===== src/design/vva_pkg.sv =====
// ---------------------------------------------------------------------------
// vva_pkg
// Types, constants and helpers shared by the atom update block.
// ---------------------------------------------------------------------------
package vva_pkg;

  localparam int SPECIES_COUNT_DEF = 4;
  localparam int FRAC_BITS_DEF     = 16;
  localparam int REG_W             = 31;
  localparam int IDX_W             = 3;
  localparam int CFG_DATA_W        = 32;
  localparam int MUL_W             = 33;
  localparam int PROD_W            = 2 * MUL_W;
  localparam int WIDE_W            = 96;
  localparam int SUM_W             = 63;

  localparam logic [IDX_W-1:0] REG_TIME_STEP    = 3'd0;
  localparam logic [IDX_W-1:0] REG_FORCE_SCALE  = 3'd1;
  localparam logic [IDX_W-1:0] REG_ENERGY_SCALE = 3'd2;
  localparam logic [IDX_W-1:0] REG_MASS_BASE    = 3'd3;

  localparam logic [REG_W-1:0] REG_RESET = 31'd65536;
  localparam logic [REG_W-1:0] REG_MAX   = 31'h7FFF_FFFF;
  localparam logic [SUM_W-1:0] SUM_MAX   = {SUM_W{1'b1}};

  localparam logic [1:0] CMD_KICK_DRIFT = 2'd0;
  localparam logic [1:0] CMD_KICK       = 2'd1;
  localparam logic [1:0] CMD_ENERGY     = 2'd2;

  localparam logic signed [PROD_W-1:0] S32_MAX = {{34{1'b0}}, 32'h7FFF_FFFF};
  localparam logic signed [PROD_W-1:0] S32_MIN = {{34{1'b1}}, 32'h8000_0000};

  typedef struct packed {
    logic [1:0]         cmd;
    logic [1:0]         species;
    logic signed [31:0] pos_x;
    logic signed [31:0] pos_y;
    logic signed [31:0] pos_z;
    logic signed [31:0] vel_x;
    logic signed [31:0] vel_y;
    logic signed [31:0] vel_z;
    logic signed [31:0] force_x;
    logic signed [31:0] force_y;
    logic signed [31:0] force_z;
    logic               last_atom;
  } in_item_t;

  typedef struct packed {
    logic signed [31:0] new_pos_x;
    logic signed [31:0] new_pos_y;
    logic signed [31:0] new_pos_z;
    logic signed [31:0] new_vel_x;
    logic signed [31:0] new_vel_y;
    logic signed [31:0] new_vel_z;
    logic [SUM_W-1:0]   kinetic_total;
    logic               energy_valid;
  } out_item_t;

  // Clamp a wide signed value into the 32-bit signed range.
  function automatic logic signed [31:0] sat32(input logic signed [PROD_W-1:0] v);
    logic signed [31:0] r;
    if (v > S32_MAX) begin
      r = 32'sh7FFF_FFFF;
    end else if (v < S32_MIN) begin
      r = 32'sh8000_0000;
    end else begin
      r = v[31:0];
    end
    return r;
  endfunction

endpackage


===== src/design/vva_mul.sv =====
// ---------------------------------------------------------------------------
// vva_mul
// Shared signed multiplier with a registered product.
// ---------------------------------------------------------------------------
module vva_mul (
  input  logic                               clk,
  input  logic signed [vva_pkg::MUL_W-1:0]   a,
  input  logic signed [vva_pkg::MUL_W-1:0]   b,
  output logic signed [vva_pkg::PROD_W-1:0]  p
);
  import vva_pkg::*;

  logic signed [PROD_W-1:0] p_r;

  // One product per cycle, available the cycle after the operands.
  always_ff @(posedge clk) begin
    p_r <= PROD_W'(a) * PROD_W'(b);
  end

  assign p = p_r;
endmodule


===== config.mk =====
export PLATFORM = sky130hd
export DESIGN_NAME = vva_mul
export DESIGN_NICKNAME = d
export VERILOG_FILES = /design/src/design/vva_pkg.sv /design/src/design/vva_mul.sv
export SDC_FILE = /design/constraint.sdc
export NUM_CORES = 2
export LEC_CHECK = 0
export CAP_MARGIN = 30
export CORE_MARGIN = 2
export CORE_UTILIZATION = 65
export DETAILED_ROUTE_END_ITERATION = 8
export DONT_BUFFER_PORTS = 1
export PLACE_DENSITY_LB_ADDON = 0.15
export SLEW_MARGIN = 0
export SYNTH_ARGS = -nofsm -noshare
export SYNTH_HDL_FRONTEND = slang
export SYNTH_SLANG_ARGS = --single-unit
export TNS_END_PERCENT = 20

===== constraint.sdc =====
create_clock -name clk -period 23.5 [get_ports clk]
set_clock_uncertainty 0.2 [all_clocks]
set_input_delay 3.525 -clock clk [delete_from_list [all_inputs] [get_ports clk]]
set_output_delay 3.525 -clock clk [all_outputs]
set_load 0.02 [all_outputs]

==> flow_summary.ini <==
[outcome]
status = finished, final reports clean

[grt]
antenna_found_initial = 3
gr-total-overflow = 0
grt_pass1_vias = 31585
grt_max_degree = 34
grt_first_pass_wirelength_um = 175400
track_usage_pct = 36.33

[sta]
slew_headroom_pct = 44.13
slew_viol_final = 0
hold_ws_ns = 3.096
timing.fmax_ghz = 0.09023
period_minus_slack_ns = 11.08
finalHoldViolations = 0
grt_setup_unrepaired = no
worst_pin_slew_ns = 0.8381
period_share_pct = 47.16
setup_tns_ns = 0
setup_viol_count_final = 0

[synth]
syn-num-nets = 5767
synthFlopType = dfxtp_1
yosys-top-cells-area = fa_1 (56%), inv_1 (10%), and2_1 (8.6%)
synth_edf_count = 0
synth_top_area_cell = fa_1
yosysSeqAreaShare_pct = 3.244
yosysTopAreaCellShare_pct = 56.27
syn_inst = 4338
yosysMostFrequentCell = fa_1
avgSynthCellArea_um2 = 9.390
synth.cell_area_mm2 = 0.04073
synthArstFlopShare_pct = 0
netlist-cell-type-count = 80
ys_seq_elements = 66
yosys-top-cells-count = fa_1 (1145), inv_1 (1131), and2_1 (562)
ys_warn_count = 0

[setup_path]
critPathKind = in -> reg
cp-startpoint = a[31]
arrival_ns = 11.11
startpoint_type = primary input
cp.required_ns = 23.52
cp_max_fo = 33
end_kind = flop

[hold_path]
min_path_type = in -> reg
min_from = a[0]

[run]
cap_viol_max_count = 0

[route]
finalWirelength_um = 108800
wire_per_inst_um = 21.86
ant_nets = 0
firstDrtPassIters = 5
route.detailed.drc = 0
via_count = 28489
vias_per_cell = 5.723
dr.first_iter.drc_count = 2147

[clock_tree]
htree_levels = 3
root_buffer = clkbuf_16
clock_sink_count = 66
cts_buffer_depth = 2
cts_made_buffers = 9
clk_pin_slew_ns = 0.07
cts_resized = 0
cts_setup_buffers = 0
hold_buffers = 0
cts_tree = done

[final_layout]
multi_input_area_mm2 = 0.03432
drive_gt1_share_pct = 1.377
seq_area_mm2 = 0.001321
largest_register_ffs = 66
finish.net_count = 5562
fill_cells = 5041
syn2layout_area_growth_pct = 1.425

[floorplan]
io_pins = 133
rows = 91
die_x_um = 254.3
die-area_mm2 = 0.06469
core_area_mm2 = 0.06183
initial_core_util_pct = 65.89
die_y_um = 254.3

[place]
gp_congestion = 0.9370
port_buffers = 0
place_hpwl_um = 86470
[cell usage in the layout, fill, tap and decap left out, drive strengths merged, types with 6 or more instances in the layout]
cell type,synthesis,final
fa,1145,1145
inv,1131,1132
and2,563,563
nand2,551,551
ha,217,217
nor2,68,68
dfxtp,66,66
a21oi,61,61
xnor2,43,43
a21o,38,38
o21ai,33,33
nand3,26,26
xor2,25,25
nand2b,12,12
nand4,12,12
o21bai,11,11
a211oi,11,11
clkbuf,208,10
a31oi,9,9
nor3,7,7
o31ai,7,7
o21a,6,6
a211o,6,6
and3,6,6
[cell families (layout without fill, tap and decap cells)]
kind of cell             after synthesis  in the layout  synth area share, %
buffers and inverters               1352           1152                12.51
flip-flops                            66             66                3.244
XOR/XNOR                              68             68                1.462
other                                  0              3                    0
AO/OA/AOI/OAI                        219            219                4.067
AND/OR/NAND/NOR                     1271           1271                15.78
adder cells (fa/ha/maj)             1362           1362                62.94
[worst max-delay path: stages]
cell	delay [ns]
and2_1	0.18
fa_1	0.54
inv_1	0.06
fa_1	0.53
inv_1	0.05
fa_1	0.47
inv_1	0.11
fa_1	0.55
inv_1	0.05
fa_1	0.49
fa_1	0.50
fa_1	0.49
inv_1	0.05
fa_1	0.73
inv_1	0.09
ha_1	0.36
a21oi_1	0.33
o21ai_0	0.19
a22oi_1	0.71
nor2_1	0.18
a211oi_4	0.39
a21oi_2	0.13
nor4b_2	0.27
a311oi_1	0.08
[path summary, 6_finish.rpt]
check,to,slack [ns],cells past startpoint
worst max-delay path,p[58],12.42,24
worst min-delay path,p[0],3.10,1
[metrics by stage]
step / instance area, µm² / util, % / cells / setup WS, ns
final: 41310 / 66.82 / 4978 / 12.42
after global routing: 41310 / 66.82 / 4976 / 12.19
after CTS: 41310 / 66.81 / 4975 / 12.62
after detailed placement: 40990 / 66.30 / 4959 / 12.28
after global placement: 40960 / 66.25 / 4958 / 12.23
after floorplan: 40730 / - / 4338 / 12.54
[per-layer routing]
metal	vias to the layer above	routed length (µm)	track usage, %
met5	-	13	0
met4	2	8067	22.81
met3	367	8387	7.103
met2	1260	53940	60.38
met1	14957	38420	43.86
li1	11903	-	-
[final cells by class]
type                    count  area share (%)
multi-input cells        2920           83.06
inverters                1131           10.28
flip-flops and latches     66           3.198
well taps                 837           2.535
clock buffers              10          0.5542
clock inverters             6          0.2180
repair buffers              5          0.1393
diodes                      3         0.01817
Power is not shown: default switching activity piles up to over one toggle a cycle in this logic, so the estimate is an artifact.
