**src/design/vva_div.sv**
```systemverilog
// ---------------------------------------------------------------------------
// vva_div
// Restoring unsigned divider, one quotient bit per cycle.
// ---------------------------------------------------------------------------
module vva_div #(
  parameter int NUM_W = 47,
  parameter int DEN_W = 31
) (
  input  logic             clk,
  input  logic             rst_n,
  input  logic             start,
  input  logic [NUM_W-1:0] num,
  input  logic [DEN_W-1:0] den,
  output logic             done,
  output logic [NUM_W-1:0] quot
);
  localparam int CNT_W = $clog2(NUM_W + 1);

  logic [NUM_W-1:0] quot_r;
  logic [DEN_W-1:0] rem_r;
  logic [DEN_W-1:0] den_r;
  logic [CNT_W-1:0] cnt_r;
  logic             busy_r;
  logic             done_r;
  logic [DEN_W:0]   trial;
  logic [DEN_W:0]   diff;
  logic             ge;

  // Shift in the next dividend bit and try a subtract.
  assign trial = {rem_r, quot_r[NUM_W-1]};
  assign diff  = trial - {1'b0, den_r};
  assign ge    = (trial >= {1'b0, den_r});

  // Control: busy flag, bit counter and done pulse.
  always_ff @(posedge clk) begin
    if (!rst_n) begin
      busy_r <= 1'b0;
      done_r <= 1'b0;
      cnt_r  <= '0;
    end else begin
      done_r <= 1'b0;
      if (start) begin
        busy_r <= 1'b1;
        cnt_r  <= CNT_W'(NUM_W);
      end else if (busy_r) begin
        cnt_r <= cnt_r - 1'b1;
        if (cnt_r == CNT_W'(1)) begin
          busy_r <= 1'b0;
          done_r <= 1'b1;
        end
      end
    end
  end

  // Datapath: partial remainder and quotient shift register.
  always_ff @(posedge clk) begin
    if (start) begin
      quot_r <= num;
      rem_r  <= '0;
      den_r  <= den;
    end else if (busy_r) begin
      quot_r <= {quot_r[NUM_W-2:0], ge};
      rem_r  <= ge ? diff[DEN_W-1:0] : trial[DEN_W-1:0];
    end
  end

  assign done = done_r;
  assign quot = quot_r;
endmodule

```
**config.mk**
```make
export PLATFORM = sky130hd
export DESIGN_NAME = vva_div
export DESIGN_NICKNAME = d
export VERILOG_FILES = /design/src/design/vva_div.sv
export SDC_FILE = /design/constraint.sdc
export NUM_CORES = 1
export LEC_CHECK = 0
export BUFFER_PORTS_ARGS = -buffer_cell sky130_fd_sc_hd__buf_2
export CAP_MARGIN = 20
export CORE_UTILIZATION = 60
export DETAILED_ROUTE_END_ITERATION = 8
export MAX_ROUTING_LAYER = met4
export PLACE_DENSITY = 0.95
export SLEW_MARGIN = 30
export SYNTH_ARGS = -nofsm -noshare
export SYNTH_HDL_FRONTEND = slang
export SYNTH_SLANG_ARGS = --single-unit
```
**constraint.sdc**
```tcl
create_clock -name clk -period 5 [get_ports clk]
set_input_delay 1 -clock clk [delete_from_list [all_inputs] [get_ports clk]]
set_output_delay 1 -clock clk [all_outputs]
set_load 0.02 [all_outputs]
```
==> results of run 1 <==
==> worst paths after layout <==
path              slack (ns)  endpoint      from
hold reg to reg         0.49  rem_r[1]  rem_r[1]
setup / recovery        1.70   quot[0]  den_r[5]
hold / removal          0.49  rem_r[1]  rem_r[1]
setup reg to reg        1.70   quot[0]  den_r[5]
==> synth_stat cells (4+ instances only) <==
master     n
nand4_1    4
clkbuf_1  22
nor3_1    11
nand3_1   17
inv_1     41
a211oi_1   7
o211ai_1   7
o21a_1    10
a21oi_1   39
xnor2_1   15
a311oi_1  18
nand2b_1  11
a21boi_0   6
edfxtp_1  78
a31oi_1    4
xor2_1     4
nor2b_1    5
dfxtp_1   39
ha_1      33
and3_1     6
nand2_1   52
a21o_1    16
nor2_1    43
mux2i_1    5
mux2_2    50
o21ai_0   29
or3_1      7
==> cells by family after synthesis <==
family,Yosys count
compound gates,165
xor+xnor,19
fa+ha+maj,34
buf+inv,71
flops,117
mux,55
simple gates,177
==> per-stage QoR <==
stage	std cells	hold slack (ns)
2_1_floorplan	638	0.459
3_3_place_gp	880	0.472
3_5_place_dp	880	0.480
4_1_cts	912	0.489
5_1_grt	912	0.510
6_report	912	0.492
==> flip-flops by register name (all words and copies together) (netlist names) <==
register / flops
done: 1
busy_r: 1
rem_r: 31
den_r: 31
cnt_r: 6
quot: 47
==> area by class of cell <==
class	count	share of cell area, %
clock inverter	13	2.15
clock buffer	19	5.40
timing repair buffer	130	8.24
tap	140	2.19
multi-input combinational	450	40.9
inverter	43	2.02
sequential	117	39.1
==> routing by layer <==
metal | up-vias | global-route usage, %
met5 | - | -
met4 | 0 | 16.4
met3 | 63 | 8.96
met2 | 290 | 56.8
met1 | 2701 | 36.4
li1 | 2613 | -
==> worst reg2reg max path, cell delays in order (launching register included) <==
cell	delay (ns)
edfxtp_1	0.32
inv_1	0.04
ha_1	0.32
a21o_1	0.23
or3_1	0.30
o21ba_2	0.23
o211a_4	0.30
o311ai_4	0.57
nand2_4	0.37
mux2_2	0.38
==> power by group through the flow <==
| stage | clock network, W | logic, W | registers, W |
|---|---|---|---|
| 2_1_floorplan | 0 | 0.000438 | 0.00125 |
| 5_1_grt | 0.00130 | 0.000746 | 0.00121 |
| 4_1_cts | 0.00127 | 0.000680 | 0.00120 |
| 3_5_place_dp | 0 | 0.000665 | 0.00121 |
| 6_report | 0.00126 | 0.000691 | 0.00120 |
| 3_3_place_gp | 0 | 0.000641 | 0.00121 |
==> impl_results.md, run 1 <==
* Status: finished clean
* First-pass GRT wire length at 28100 um
* Simple-Gate Fraction of Synth Area at a little over an eighth
* Total gr overflow at 0
* Post-Synth Adder-Cell Area at 6.49%
* DRC at 0
* Routed len/inst at 19.9 um
* Met3 WL at between 1000 and 1500 um
* EDFF count, synth at 78
* Clock slew at reported path FFs at 0.06 ns
* YS warnings at 0
* Worst path max stage delay at 0.57 ns
* Final instance area at 7990 um^2
* DR vias at 5667
* Most frequent cells in the layout: buf_2 (127), edfxtp_1 (78), nand2_1 (51)
* Final core occ at 73.7%
* Synthesized area at 6670 um^2
* Peak supply drop at approximately 0.00042 V
* RSZ-0062 raised after global routing: no
* Die height at 107 um
* Sequential share of power at 38.1%
* Largest net degree at the start of global routing at 61
* Core area at 10800 um^2
* Startpoint Class: flop
* #FFs+latches synth at roughly 120
* Hold violation total from the final report at 0
* Root buf cell: clkbuf_8
* CTS Sinks at 117
* Port buffer count at 128
* Pre-antenna DRT Iters at 5
* Row Count at 38
* Post-synth top flop: edfxtp_1
* Mapped Nets at 753
* Worst min path class: flop to flop
* Max-cap viol count at 0
* Critical path depth in cells at 9
* Pins Over Slew Limit at 0
* Slew HR at 49.2%
* Post-DP HPWL at around 12000 um
* P&R area growth vs syn at 19.7%
* Buf/Inv on CP at 1
* CTS tree: yes
* Vias in the first global route at between 5000 and 6000
* Routed Antenna Nets at 0
* Io pins at 129
* Overall global routing resource usage at between 30% and 40%
* Drt total wl at 18100 um
* Post-layout nets at 874
* Largest family of logic cells by synthesized area: compound AO/OA/AOI/OAI gates
* Ratio of cells with drive above 1 in the final layout at 29.5%
* Gate Count Post-Synth at ~640
* CP Cell Sequence: inv_1 -> ha_1 -> a21o_1 -> or3_1 -> o21ba_2 -> o211a_4 -> o311ai_4 -> nand2_4 -> mux2_2
* Crit end category: flop
* Storage cell area at 3120 um^2
* Setup CP Type: flop to flop
* # resized after CTS at 0
* Final setup viols at 0
* Post-synth top area share at a little over a third
* Total Power at between 0.003 and 0.004 W
* Post-synth ARST share at 0%
* Mean number of vias per cell at 6.21
* Combinational share of power at 22.0%
* Clk_lat worst skew at roughly 0.54 ns
* Cell family with most CP delay: compound AO/OA/AOI/OAI gates
* Die ar. at 11500 um^2
* Total Neg Setup Slack at 0 ns
* Crit share post-route at about two thirds
* Routed wl met2 at slightly above 9000 um
* Hold Crit Depth at 2
* Antenna violations before repair at 0
* F_max at 303 MHz
* Final worst path period need at 3.30 ns
* Inserted Diodes at 0
* Total CTS buffers at 17
* Pint at 0.00219 W
* M1 wire length at approximately 6900 um
* FF-to-FF path depth at 9
* Main area contributors after synthesis: edfxtp_1 (35%), dfxtp_1 (12%), mux2_2 (8.4%), ha_1 (6.2%), a21oi_1 (2.9%)
* CTS max path bufs at 2
* H-tree depth at 4
* Multiplexer share of the synthesized area at 9.19%
* Multi-input gate area at 3270 um^2
* Net Sw Power at 0.000960 W
* Top sig layer: met4
* Clock network power share at 39.9%
* Clk_skew at about 0.008 ns
* Critical-path top delay cell: o311ai_4
* Post-CTS Setup Bufs at 0
* FILL cells at 749
* Post-synthesis compound-gate area fraction at 17.5%
* Placer Congestion at 0.998
* Most common cell after layout, fill and taps aside: buf_2
* Pwr Density at 394 nW/um^2
* Synth Area in XOR/XNOR at 2.49%
* Synth cell types at between 60 and 70
* Static leakage at 3.43 nW
* Sw frac at 30.5%
* Worst setup margin at roughly 1.7 ns
* Worst-path maximum fanout at 25
* DP Area at 7380 um^2
* Slew @ Worst Pin at 0.755 ns
* Initial Utilization at 61.6%
* Post-CTS Hold Buffers at 0
* WP data arrival at between 3 and 4 ns
* Mean post-synth cell area at about 10 um^2
* DRT iter0 DRCs at 532
* Die width at 107 um
* Critical Path RT at 5.29 ns
* Synth area leader: edfxtp_1
* Part of the Yosys area used for sequential elements at 46.8%
* Dpl ws at roughly 1.5 ns
No activity file was read; power rests on OpenSTA's default activity.
==> run 2: changes to the inputs <==
--- a/config.mk
+++ b/config.mk
@@ -7,10 +7,10 @@
 export LEC_CHECK = 0
 export BUFFER_PORTS_ARGS = -buffer_cell sky130_fd_sc_hd__buf_2
 export CAP_MARGIN = 20
-export CORE_UTILIZATION = 60
+export CORE_UTILIZATION = 56
 export DETAILED_ROUTE_END_ITERATION = 8
 export MAX_ROUTING_LAYER = met4
-export PLACE_DENSITY = 0.95
+export PLACE_DENSITY = 0.92
 export SLEW_MARGIN = 30
 export SYNTH_ARGS = -nofsm -noshare
 export SYNTH_HDL_FRONTEND = slang
==> constraint.sdc (replaced) <==
create_clock -name clk -period 3.3 [get_ports clk]
set_input_delay 0.66 -clock clk [delete_from_list [all_inputs] [get_ports clk]]
set_output_delay 0.66 -clock clk [all_outputs]
set_load 0.02 [all_outputs]
==> run 2 against run 1 <==
The flow now finishes with violations (design-rule violations); setup slack got worse by 1.5 ns; utilization down 3.6 points; sequential share of layout area is 0.39 points lower; design area is 1.0% higher; largest power group is now registers.
==> impl_results.md, run 2 (synthesis gave the netlist of run 1 again) <==
* Status: complete, but fails checks
* Failing checks: design-rule violations
* Port buffer count at 128 (unchanged)
* Total Neg Setup Slack at 0 ns (unchanged)
* DR vias at 5700 (+0.58%)
* Final setup viols at 0 (unchanged)
* P&R area growth vs syn at 20.9%
* Routed len/inst at 19.1 um (-3.9%)
* F_max at 323 MHz (+6.6%)
* CTS Sinks at 117 (unchanged)
* RSZ-0062 raised after global routing: no
* Row Count at 39 (+2.6%)
* Setup CP Type: flop to flop
* Post-DP HPWL at 11700 um (-2.6%)
* Routed Antenna Nets at 0 (unchanged)
* Dpl ws at 0.0574 ns (-1.47 ns)
* Hold slack at 0.407 ns (-0.0850 ns)
* Total gr overflow at 0 (unchanged)
* Peak supply drop at 0.000425 V (+2.0%)
* Pre-antenna DRT Iters at 7 (+2)
* Slew @ Worst Pin at 0.698 ns (-0.0567 ns)
* Hold violation total from the final report at 0 (unchanged)
* Worst-path maximum fanout at 25 (unchanged)
* FILL cells at 812 (+8.4%)
* Ratio of cells with drive above 1 in the final layout at 30.9% (+1.3 points)
* Critical Path RT at 3.63 ns (-1.66 ns)
* Worst setup margin at 0.203 ns (-1.50 ns)
* Clock slew at reported path FFs at 0.06 ns (about the same)
* Worst min path class: input port to flop
* Inserted Diodes at 0 (unchanged)
* Post-CTS Hold Buffers at 0 (unchanged)
* Clk_lat worst skew at 0.43 ns (-0.11 ns)
* Critical Path Start: quot[46]
* Clk_skew at 0.0122 ns (+0.00422 ns)
* WP data arrival at 3.43 ns (-0.16 ns)
* Overall global routing resource usage at 30.5% (-3.0 points)
* Die height at 111 um (+3.4%)
* Vias in the first global route at 5635 (+0.43%)
* Drt total wl at 17700 um (-2.3%)
* Startpoint Class: flop
* Pins Over Slew Limit at 0 (unchanged)
* Most common cell after layout, fill and taps aside: buf_2
* Placer Congestion at 1.01 (+1.4%)
* DRC at 4 (+4)
* Most frequent cells in the layout: buf_2 (127), edfxtp_1 (78), nand2_1 (51)
* First-pass GRT wire length at 28300 um (+0.76%)
* Crit share post-route at 93.8% (+28 points)
* Final worst path period need at 3.10 ns (-0.204 ns)
* Hold Startpoint: den[4]
* Static leakage at 3.47 nW (+1.4%)
* Post-layout nets at 886 (+1.4%)
* Root buf cell: clkbuf_16
* Total CTS buffers at 17 (unchanged)
* Max-cap viol count at 0 (unchanged)
* Die ar. at 12400 um^2 (+7.0%)
* Pwr Density at 575 nW/um^2 (+46%)
* Initial Utilization at 57.9% (-3.6 points)
* Die width at 111 um (+3.4%)
* Io pins at 129 (unchanged)
* DRT iter0 DRCs at 480 (-9.8%)
* Slew HR at 53.0% (+3.8 points)
* Largest register FFs at 47 (unchanged)
* CTS max path bufs at 2 (unchanged)
* Total Power at 0.00464 W (+47%)
* Mean number of vias per cell at 6.15 (-1.0%)
* RR Startpoint: quot[46]
* Crit end category: flop
* CTS tree: yes
* Largest net degree at the start of global routing at 106 (+74%)
* H-tree depth at 4 (unchanged)
* Core area at 11500 um^2 (+6.2%)
* Antenna violations before repair at 0 (unchanged)
run 2: final cells by class:
| cell class | instances | area, um^2 | area share [%] |
|---|---|---|---|
| tap | 143 | 179 | 2.22 |
| multi-input combinational | 450 | 3270 | 40.6 |
| clock inverter | 14 | 129 | 1.60 |
| clock buffer | 18 | 429 | 5.32 |
| inverter | 43 | 161 | 2.00 |
| timing repair buffer | 142 | 773 | 9.59 |
| sequential | 117 | 3120 | 38.7 |
run 2: per-layer routing:
| metal | track usage, % | routed length [um] | up-vias |
|---|---|---|---|
| met5 | - | 0 | - |
| met4 | 14.8 | 502 | 0 |
| met3 | 7.00 | 1410 | 44 |
| met2 | 49.7 | 8740 | 287 |
| met1 | 35.8 | 7070 | 2722 |
| li1 | - | - | 2647 |
run 2: final timing paths:
path / end / slack, ns / depth (start not counted)
worst max-delay path: rem_r[10] / 0.20 / 11
worst min-delay path: den_r[4] / 0.41 / 1
worst max register to register: rem_r[10] / 0.20 / 11
worst min register to register: rem_r[1] / 0.50 / 2
run 2: what timing repair did:
action | 4_1_cts | 5_1_grt
hold endpoints to repair | 0 | 0
gates resized for setup | 0 | 2
buffers inserted | 0 | 5
endpoints found under the setup margin | 0 | 12
run 2: per-stage QoR:
stage	instances	area (um^2)	utilization, %
floorplan	638	6670	-
CTS	922	8020	69.6
finish	927	8070	70.0
detailed placement	890	7460	64.8
global placement	890	7460	64.8
global route	927	8070	70.0
run 2: critical path, cell delays in order, from the launching register on:
cell,delay [ns]
edfxtp_1,0.36
inv_1,0.05
ha_1,0.22
fa_1,0.40
nand2b_4,0.17
a21oi_2,0.21
o21ba_2,0.21
o211a_4,0.24
o311a_4,0.23
nor2_8,0.11
or3b_2,0.50
a311oi_1,0.30
run 2: power by group:
part	internal, W	switching [W]	total (W)
Combinational	0.000422	0.000638	0.00106
Sequential	0.00172	0.0000916	0.00182
Clock	0.00104	0.000726	0.00176
